===== src/dpcg_pkg.sv =====
// Shared types and constants for the disk placement cell grid.
// Holds the transaction structs, the slot entry layout and command codes.
// No dependencies.
`timescale 1ns / 1ps
`default_nettype none

package dpcg_pkg;

    // Fixed field widths
    localparam int POS_W  = 22;
    localparam int ID_W   = 14;
    localparam int CNT_W  = 15;
    localparam int CFG_W  = 7;
    localparam int APB_DW = 32;
    localparam int APB_AW = 3;

    // Defaults for the top-level parameters
    localparam int DEF_MAX_GRID_SIDE  = 64;
    localparam int DEF_SLOTS_PER_CELL = 4;
    localparam int DEF_FRAC_BITS      = 16;

    localparam int              MIN_SIDE   = 3;
    localparam logic [CFG_W-1:0] SIDE_RESET = 7'd64;
    localparam logic [CNT_W-1:0] COUNT_MAX  = 15'h7FFF;

    // Register indexes (paddr[2])
    localparam logic REG_GRID_WIDTH  = 1'b0;
    localparam logic REG_GRID_HEIGHT = 1'b1;

    typedef enum logic [1:0] {
        CMD_CLEAR = 2'd0,
        CMD_PLACE = 2'd1,
        CMD_READ  = 2'd2,
        CMD_NOP   = 2'd3
    } cmd_t;

    typedef struct packed {
        logic [1:0]       cmd;
        logic [POS_W-1:0] pos_x;
        logic [POS_W-1:0] pos_y;
        logic [ID_W-1:0]  slot_index;
    } item_t;

    typedef struct packed {
        logic             accepted;
        logic             slot_occupied;
        logic [POS_W-1:0] slot_x;
        logic [POS_W-1:0] slot_y;
        logic [ID_W-1:0]  slot_id;
        logic [CNT_W-1:0] placed_count;
    } result_t;

    // One slot of the store
    typedef struct packed {
        logic             occ;
        logic [POS_W-1:0] x;
        logic [POS_W-1:0] y;
        logic [ID_W-1:0]  id;
    } slot_t;

endpackage

`default_nettype wire


===== src/dpcg_dist.sv =====
// Three-stage overlap check of one stored disk against the candidate.
// Depends on dpcg_pkg for the coordinate width.
`timescale 1ns / 1ps
`default_nettype none

module dpcg_dist #(
    parameter int FRAC_BITS = dpcg_pkg::DEF_FRAC_BITS,
    parameter int DW        = 25
) (
    input  wire logic                          clk,
    input  wire logic                          rst_n,
    input  wire logic                          chk_valid,
    input  wire logic [dpcg_pkg::POS_W-1:0]    st_x,
    input  wire logic [dpcg_pkg::POS_W-1:0]    st_y,
    input  wire logic signed [DW-1:0]          off_x,
    input  wire logic signed [DW-1:0]          off_y,
    input  wire logic [dpcg_pkg::POS_W-1:0]    pos_x,
    input  wire logic [dpcg_pkg::POS_W-1:0]    pos_y,
    output logic                               near_valid,
    output logic                               near,
    output logic                               busy
);
    import dpcg_pkg::*;

    logic signed [DW-1:0] dx;
    logic signed [DW-1:0] dy;
    logic [DW-1:0]        ax;
    logic [DW-1:0]        ay;
    logic                 close_a;

    logic                   a_valid_reg;
    logic                   a_close_reg;
    logic [FRAC_BITS-1:0]   a_mx_reg;
    logic [FRAC_BITS-1:0]   a_my_reg;
    logic                   b_valid_reg;
    logic                   b_close_reg;
    logic [2*FRAC_BITS-1:0] b_sqx_reg;
    logic [2*FRAC_BITS-1:0] b_sqy_reg;
    logic [2*FRAC_BITS:0]   sum;
    logic                   near_valid_reg;
    logic                   near_reg;
    logic                   near_next;

    // shifted stored position minus candidate, then magnitude
    assign dx = $signed({{(DW-POS_W){1'b0}}, st_x}) + off_x
              - $signed({{(DW-POS_W){1'b0}}, pos_x});
    assign dy = $signed({{(DW-POS_W){1'b0}}, st_y}) + off_y
              - $signed({{(DW-POS_W){1'b0}}, pos_y});
    assign ax = dx[DW-1] ? DW'(-dx) : DW'(dx);
    assign ay = dy[DW-1] ? DW'(-dy) : DW'(dy);
    assign close_a = (ax[DW-1:FRAC_BITS] == '0) && (ay[DW-1:FRAC_BITS] == '0);

    assign sum       = {1'b0, b_sqx_reg} + {1'b0, b_sqy_reg};
    assign near_next = b_close_reg && !sum[2*FRAC_BITS];

    always_ff @(posedge clk or negedge rst_n)
    begin
        if (!rst_n)
        begin
            a_valid_reg    <= 1'b0;
            b_valid_reg    <= 1'b0;
            near_valid_reg <= 1'b0;
        end
        else
        begin
            a_valid_reg    <= chk_valid;
            b_valid_reg    <= a_valid_reg;
            near_valid_reg <= b_valid_reg;
        end
    end

    always_ff @(posedge clk)
    begin
        a_close_reg <= close_a;
        a_mx_reg    <= ax[FRAC_BITS-1:0];
        a_my_reg    <= ay[FRAC_BITS-1:0];
        b_close_reg <= a_close_reg;
        b_sqx_reg   <= a_mx_reg * a_mx_reg;
        b_sqy_reg   <= a_my_reg * a_my_reg;
        near_reg    <= near_next;
    end

    assign near_valid = near_valid_reg;
    assign near       = near_reg;
    assign busy       = a_valid_reg || b_valid_reg || near_valid_reg;

endmodule

`default_nettype wire


===== config.mk =====
export PLATFORM = sky130hd
export DESIGN_NAME = dpcg_dist
export DESIGN_NICKNAME = d
export VERILOG_FILES = /design/src/dpcg_pkg.sv /design/src/dpcg_dist.sv
export SDC_FILE = /design/constraint.sdc
export NUM_CORES = 1
export LEC_CHECK = 0
export BUFFER_PORTS_ARGS = -buffer_cell sky130_fd_sc_hd__buf_2
export CAP_MARGIN = 40
export CELL_PAD_IN_SITES_DETAIL_PLACEMENT = 1
export CELL_PAD_IN_SITES_GLOBAL_PLACEMENT = 1
export CORE_ASPECT_RATIO = 1.2
export CORE_UTILIZATION = 24
export DETAILED_ROUTE_END_ITERATION = 10
export PLACE_DENSITY_LB_ADDON = 0.1
export SLEW_MARGIN = 20
export SYNTH_ARGS = -nofsm -noshare
export SYNTH_HDL_FRONTEND = slang
export SYNTH_SLANG_ARGS = --single-unit

===== constraint.sdc =====
create_clock -name clk -period 5.6 [get_ports clk]
set_input_delay 0.84 -clock clk [delete_from_list [all_inputs] [get_ports clk]]
set_output_delay 0.84 -clock clk [all_outputs]
set_load 0.05 [all_outputs]

# Yosys cells after proc, flatten, opt, wreduce, memory -nomap -nowiden
# Index checks and enable logic that the tools add are counted.
# word_totals
latchBits	0
regBits	102
input_bits	141
rom_bits	0
ram_bits	0
memories	0
# op_classes
shifts	0
n_bitwise	0
muxes	2
n_reduce_logical	7
add_sub_neg	7
mul	2
div_mod_pow	0
order_cmp	0
n_eq_ne	0
# op_table
op	n
16-bit by 16-bit multiplier with 32-bit output	2
23-bit by 25-bit adder with 25-bit output	2
25-bit 2-to-1 mux	2
25-bit negator	2
25-bit by 23-bit subtractor with 25-bit output	2
32-bit by 32-bit adder with 33-bit output	1
9-bit zero test	2
1-bit logical AND	2
1-bit logical OR	2
1-bit zero test	1

# Depth between registers and ports, before layout
# Gate-level depths: netlist (run 1).
# depth
word_depth	6
ltp_mapped	28
depth_no_buf	26

# Worst setup path before layout (run 1)
# Ideal clock, no wire load.
# synth_path
path_kind	register -> register
startpoint	reg a_mx_reg[4]
endpoint	reg b_sqx_reg[30]
path_slack_ns	-0.523
n_path_buf	2
path_stages_with_launch	22
setup_ns	0.124
arrival_ns	5.999
path_cell_list	dfxtp_1 > clkbuf_1 > clkbuf_1 > nand2_1 > fa_1 > fa_1 > inv_1 > fa_1 > fa_1 > fa_1 > inv_1 > fa_1 > inv_1 > ha_1 > o211a_1 > nor2b_1 > o31ai_1 > a2111oi_0 > nor2_1 > o31ai_1 > a311oi_1 > xnor2_1
# synth_via
elab_chain_len	1
# synth_lines
element	line	text
start, declared	dpcg_dist.sv:33	logic [FRAC_BITS-1:0] a_mx_reg;
start signal, assigned	dpcg_dist.sv:75	a_mx_reg <= ax[FRAC_BITS-1:0];
16-bit by 16-bit multiplier with 32-bit output	dpcg_dist.sv:78	b_sqx_reg <= a_mx_reg * a_mx_reg;
end signal, assigned	dpcg_dist.sv:78	
end, declared	dpcg_dist.sv:37	logic [2*FRAC_BITS-1:0] b_sqx_reg;
# Every way passes these cells.

# Worst setup path after layout (run 1)
# layout_path
startpoint	reg a_mx_reg[9]
endpoint	reg b_sqx_reg[31]
# Same word-level chain as after synthesis.

==> summary.txt, run 1 <==
Hold Slack = 0.2329 ns
Synth Flop Type = dfxtp_1
TritonCTS Buffers = 9
Seq cells post-synth = 98
DR vias = 18400
Status = finished, violations left
Layout cell share with drive strength beyond 1 = 0.2340
DP HPWL = 53920 um
Max Cap Viol = 0
CP max FO = 7
Number of nets with antenna violations after routing = 0
Starting Density = 0.2434
Sink Count = 98
Mapped Area = 0.02259 mm2
CTS tree = built
Vias in the first global route = 21280
Area Growth Syn to Fin = 26.00%
Wire per inst = 14.11 um
Worst setup path class = reg2reg
Max-slew violation count = 0
Routability Congestion = 0.7860
Vias per cell = 4.284
Worst skew pair latency = 0.39 ns
DR iter-0 viols = 387
Final wirelength = 60620 um
Syn nets = 3417
H-tree levels = 3
First-pass GRT wire length = 102800 um
Mapped Cells = 2625
CP startpoint = a_mx_reg[9]$_DFF_P_
CP Cell Sequence = and2_4 > fa_1 > inv_2 > fa_1 > inv_1 > fa_1 > fa_2 > fa_1 > inv_1 > fa_1 > inv_2 > ha_4 > a21o_1 > a21o_1 > a31oi_4 > o211ai_1 > a31oi_2 > or3_4 > nand3_2 > a31o_2 > a21oi_2 > xnor2_1
Final worst path period share = 1.049
Ports = 144
Worst Reg-to-Reg Cells = 22
Die ar. = 0.09536 mm2
DIE HEIGHT = 338.1 um
CP Launch Type = register
PortBufs = 143
Reg-to-Reg Start = a_mx_reg[9]$_DFF_P_
Largest net degree at the start of global routing = 25
# nets final = 3842
Post-synthesis sequential area ratio = 0.08751
Failing checks = negative setup slack
Crit path capture = b_sqx_reg[31]$_DFF_P_
Clk root buf = clkbuf_16
Residual DRC = 0
Overall Global Routing Usage = 0.1337
Synthesized area per cell = 8.606 um2
Cts hold-fix bufs = 0
Crit-path slowest cell = fa_1
Achievable Freq = 170.3 MHz
Reg clk slew, reported paths = 0.08 ns
Initial DRT Pass Iterations = 6
Crit. End Element = register
Required @ worst endpoint = 5.92 ns
Flop-to-flop setup slack = -0.27 ns
Worst-case clock buffer depth = 2
Most frequent cell on the critical path = fa_1
Cell Rows = 122
Core Box Area = 0.09281 mm2
Fin. Hold Viols = 0
RSZ-0062 raised after global routing = yes
Setup WS post-layout = -0.2724 ns
Initial antenna violation count = 0
Worst r2r dst = b_sqx_reg[31]$_DFF_P_
Post-synth EDFFs = 0
Netlist cell types = 86
WP data arrival = 6.19 ns
Final setup viols = 17
Die Width = 282.1 um
Min Tclk post-route = 5.872 ns
Design Area, Final = 0.02846 mm2
Largest stage delay on the critical path = 0.55 ns
Tightest Pin Transition = 0.7360 ns
Setup_tns = -2.097 ns
Yosys warns = 0
Post-DP Area = 0.02701 mm2
Slew margin rel. = 0.5048
Diode count = 0
Synth async-reset ratio = 0.03061
Max Clock Skew = 0.01142 ns
DP Worst Slack = -0.6951 ns
Hold Crit Class = in2async
Grt ovf = 0
## logic make-up after synthesis
kind of cell | Yosys count | synth area share
buffers and inverters | 754 | 0.1259
adder cells (fa/ha/maj) | 651 | 0.4829
AND/OR/NAND/NOR | 619 | 0.1367
AO/OA/AOI/OAI | 362 | 0.1113
XOR/XNOR | 132 | 0.05151
flip-flops | 98 | 0.08751
multiplexers | 9 | 0.004209
## cell type report
class / count / area [um2]
fillers: 11100 / 64340
well taps: 1240 / 1551
clock inverters: 7 / 67.56
multi-input cells: 1773 / 18500
clock buffers: 9 / 225.2
inverters: 692 / 2604
repair buffers: 476 / 3455
flip-flops and latches: 98 / 2061
## per-stage QoR
| stage | std cells | utilization |
|---|---|---|
| 2_1_floorplan | 2625 | - |
| 3_3_place_gp | 4228 | 0.2910 |
| 3_5_place_dp | 4228 | 0.2910 |
| 4_1_cts | 4277 | 0.3017 |
| 5_1_grt | 4295 | 0.3067 |
| 6_report | 4295 | 0.3067 |
## cells in the mapped netlist, types with 32 or more instances
master | n | area share
inv_1 | 692 | 0.11
nand3_1 | 33 | 0.0073
xnor2_1 | 89 | 0.035
dfxtp_1 | 95 | 0.084
a21oi_1 | 91 | 0.020
ha_1 | 283 | 0.16
nor3_1 | 32 | 0.0071
nand2_1 | 222 | 0.037
clkbuf_1 | 56 | 0.0093
fa_1 | 368 | 0.33
nor2_1 | 111 | 0.018
xor2_1 | 42 | 0.016
o21ai_0 | 58 | 0.013
and2_1 | 90 | 0.025
a21o_1 | 46 | 0.015
## metal layers
layer / vias up / wire [um] / global-route usage
met5: - / 0 / 0
met4: 0 / 745 / 0.02660
met3: 34 / 997 / 0.01213
met2: 145 / 33490 / 0.2626
met1: 9202 / 25380 / 0.1546
li1: 9019 / - / -
## critical path, delay by kind of cell (launching register included)
family          cells  cell delay [ns]
compound gates      7             1.42
fa+ha+maj           7             3.24
simple gates        3             0.43
xor+xnor            1             0.12
flops               1             0.40
buf+inv             4             0.19
## worst min-delay path by stage
| stage | start | end | slack (ns) | cells past startpoint |
|---|---|---|---|---|
| final | rst_n | near_valid$_DFF_PN0_ | 0.23 | 1 |
| after global routing | rst_n | a_valid_reg$_DFF_PN0_ | 0.21 | 1 |
| after CTS | rst_n | near_valid$_DFF_PN0_ | 0.20 | 1 |
| after detailed placement | a_close_reg$_DFF_P_ | b_close_reg$_DFF_P_ | 0.31 | 0 |
| after global placement | a_close_reg$_DFF_P_ | b_close_reg$_DFF_P_ | 0.32 | 0 |
| after floorplan | a_close_reg$_DFF_P_ | b_close_reg$_DFF_P_ | 0.31 | 0 |
## timing repair
action	CTS	global route
resized for setup	129	93
setup endpoints to repair	27	27
buffers inserted	36	19
pin swaps	66	85
## placed cells by master (no fill, tap or decap), drive strengths merged, types with 6 or more instances in the layout
master  count
xor2       42
o31ai      15
o21ai      59
nand2b     22
clkbuf      9
and3       15
nand2     222
a21oi      92
or3        14
a311oi      6
inv       696
o21a       21
and2       90
fa        368
a31o        6
nand4      10
nor2      111
nor2b      26
buf       476
a211o       8
xnor2      90
dfxtp      95
o21bai     11
nor3       35
ha        283
a21o       46
a211oi     17
or2        11
o211ai     15
a31oi      16
nand3      34
Power of run 1 is left out: the tool's default activity adds up to more than one toggle a clock period on the data nets, which glitch-free logic cannot reach.
==> run 2, diff against run 1 <==
--- a/config.mk
+++ b/config.mk
@@ -12,7 +12,8 @@
 export CORE_ASPECT_RATIO = 1.2
 export CORE_UTILIZATION = 24
 export DETAILED_ROUTE_END_ITERATION = 10
-export PLACE_DENSITY_LB_ADDON = 0.1
+export HOLD_SLACK_MARGIN = 0.05
+export PLACE_DENSITY = 0.55
 export SLEW_MARGIN = 20
 export SYNTH_ARGS = -nofsm -noshare
 export SYNTH_HDL_FRONTEND = slang
==> summary.txt, run 2 (synthesis gave the netlist of run 1 again) <==
Starting Density = 0.2434
Achievable Freq = 171.6 MHz
Hold Crit Class = in2async
Fillers = 11150
Crit path capture = b_sqx_reg[31]$_DFF_P_
Routability Congestion = 0.7724
Flop-to-flop setup slack = -0.23 ns
DR iter-0 viols = 376
DP Worst Slack = -0.4956 ns
Vias per cell = 4.250
Residual DRC = 0
Vias in the first global route = 20720
Final setup viols = 18
RSZ-0062 raised after global routing = yes
Max Clock Skew = 0.02111 ns
Wire per inst = 13.21 um
Layout cell share with drive strength beyond 1 = 0.2270
Non-Filler Instances = 4289
DIE HEIGHT = 338.1 um
Reg-to-Reg Start = a_mx_reg[3]$_DFF_P_
CP Launch Type = register
Worst r2r dst = b_sqx_reg[31]$_DFF_P_
Status = finished, violations left
H-tree levels = 3
Worst skew pair latency = 0.40 ns
Worst Reg-to-Reg Cells = 22
Worst-case clock buffer depth = 2
Die ar. = 0.09536 mm2
TritonCTS Buffers = 9
CTS tree = built
Setup WS post-layout = -0.2272 ns
Max-slew violation count = 0
Required @ worst endpoint = 5.92 ns
Min Tclk post-route = 5.827 ns
Max Cap Viol = 0
Fin util = 0.3063
Hold Slack = 0.2336 ns
Failing checks = negative setup slack
Reg clk slew, reported paths = 0.08 ns
First-pass GRT wire length = 97230 um
DR vias = 18230
Initial DRT Pass Iterations = 4
Slew margin rel. = 0.5326
Cell Rows = 122
Largest net degree at the start of global routing = 19
WP data arrival = 6.15 ns
Initial antenna violation count = 0
# nets final = 3836
Worst setup path class = reg2reg
Grt ovf = 0
Die Width = 282.1 um
Clk root buf = clkbuf_16
Most frequent cells in the layout = inv_1, fa_1, buf_4, ha_1, nand2_1
Crit. End Element = register
Tightest Pin Transition = 0.6964 ns
Final worst path period share = 1.041
PortBufs = 143
CP startpoint = a_mx_reg[3]$_DFF_P_
Ports = 144
Number of nets with antenna violations after routing = 0
Most common cell after layout, fill and taps aside = inv_1
# placed instances = 4230
DP HPWL = 49760 um
Sink Count = 98
Cts hold-fix bufs = 0
Core Box Area = 0.09281 mm2
Area Growth Syn to Fin = 25.83%
Overall Global Routing Usage = 0.1258
CP max FO = 8
Final wirelength = 56680 um
Diode count = 0
Fin. Hold Viols = 0
[run 2: how the worst min path moves through the flow]
stage                             start                    end  slack (ns)
finish                            rst_n   near_valid$_DFF_PN0_        0.23
CTS                               rst_n   near_valid$_DFF_PN0_        0.20
floorplan           a_close_reg$_DFF_P_    b_close_reg$_DFF_P_        0.31
global placement    a_close_reg$_DFF_P_    b_close_reg$_DFF_P_        0.35
detailed placement  a_close_reg$_DFF_P_    b_close_reg$_DFF_P_        0.33
global route                      rst_n  a_valid_reg$_DFF_PN0_        0.21
[run 2: area by class of cell]
cell class,count,area [um2],area share
sequential,98,2058,0.07241
clock buffer,10,229.0,0.008055
clock inverter,6,56.30,0.001981
inverter,692,2605,0.09164
tap,1240,1551,0.05458
timing repair buffer,470,3453,0.1215
multi-input combinational,1773,18470,0.6499
[run 2: repair_timing]
item,in CTS,in global routing
setup buffers,21,28
endpoints found under the setup margin,24,26
pin swaps,47,95
cloned,0,1
resized for setup,87,117
[run 2: worst max-delay path: stages, from the launching register on]
cell and delay [ns]:
dfxtp_4 0.40, and2_4 0.16, fa_1 0.55, inv_2 0.04, fa_1 0.52, inv_1 0.05
fa_1 0.50, fa_2 0.46, fa_1 0.51, inv_2 0.05, fa_1 0.52, inv_2 0.05
ha_4 0.24, a21o_1 0.16, a21o_4 0.22, a31oi_4 0.17, o211ai_1 0.16, a31oi_2 0.24
or3_4 0.17, nand3_1 0.08, a31o_2 0.26, a21oi_2 0.14, xnor2_1 0.12
[run 2: through the flow]
stage                     instance area [um2]   TNS, ns
after floorplan                         22980  -0.09031
after global placement                  27030    -5.341
after detailed placement                27030    -6.291
after CTS                               27760    -3.011
after global routing                    28430    -6.484
final                                   28430    -1.978
[run 2: metal layers]
layer	up-vias	part of all wire	GRT usage
met2	133	0.56	0.2513
met4	0	0.0095	0.02162
met5	-	0	0
li1	8989	-	-
met3	22	0.015	0.01185
met1	9085	0.42	0.1430
Power of run 2 is left out for the same reason.
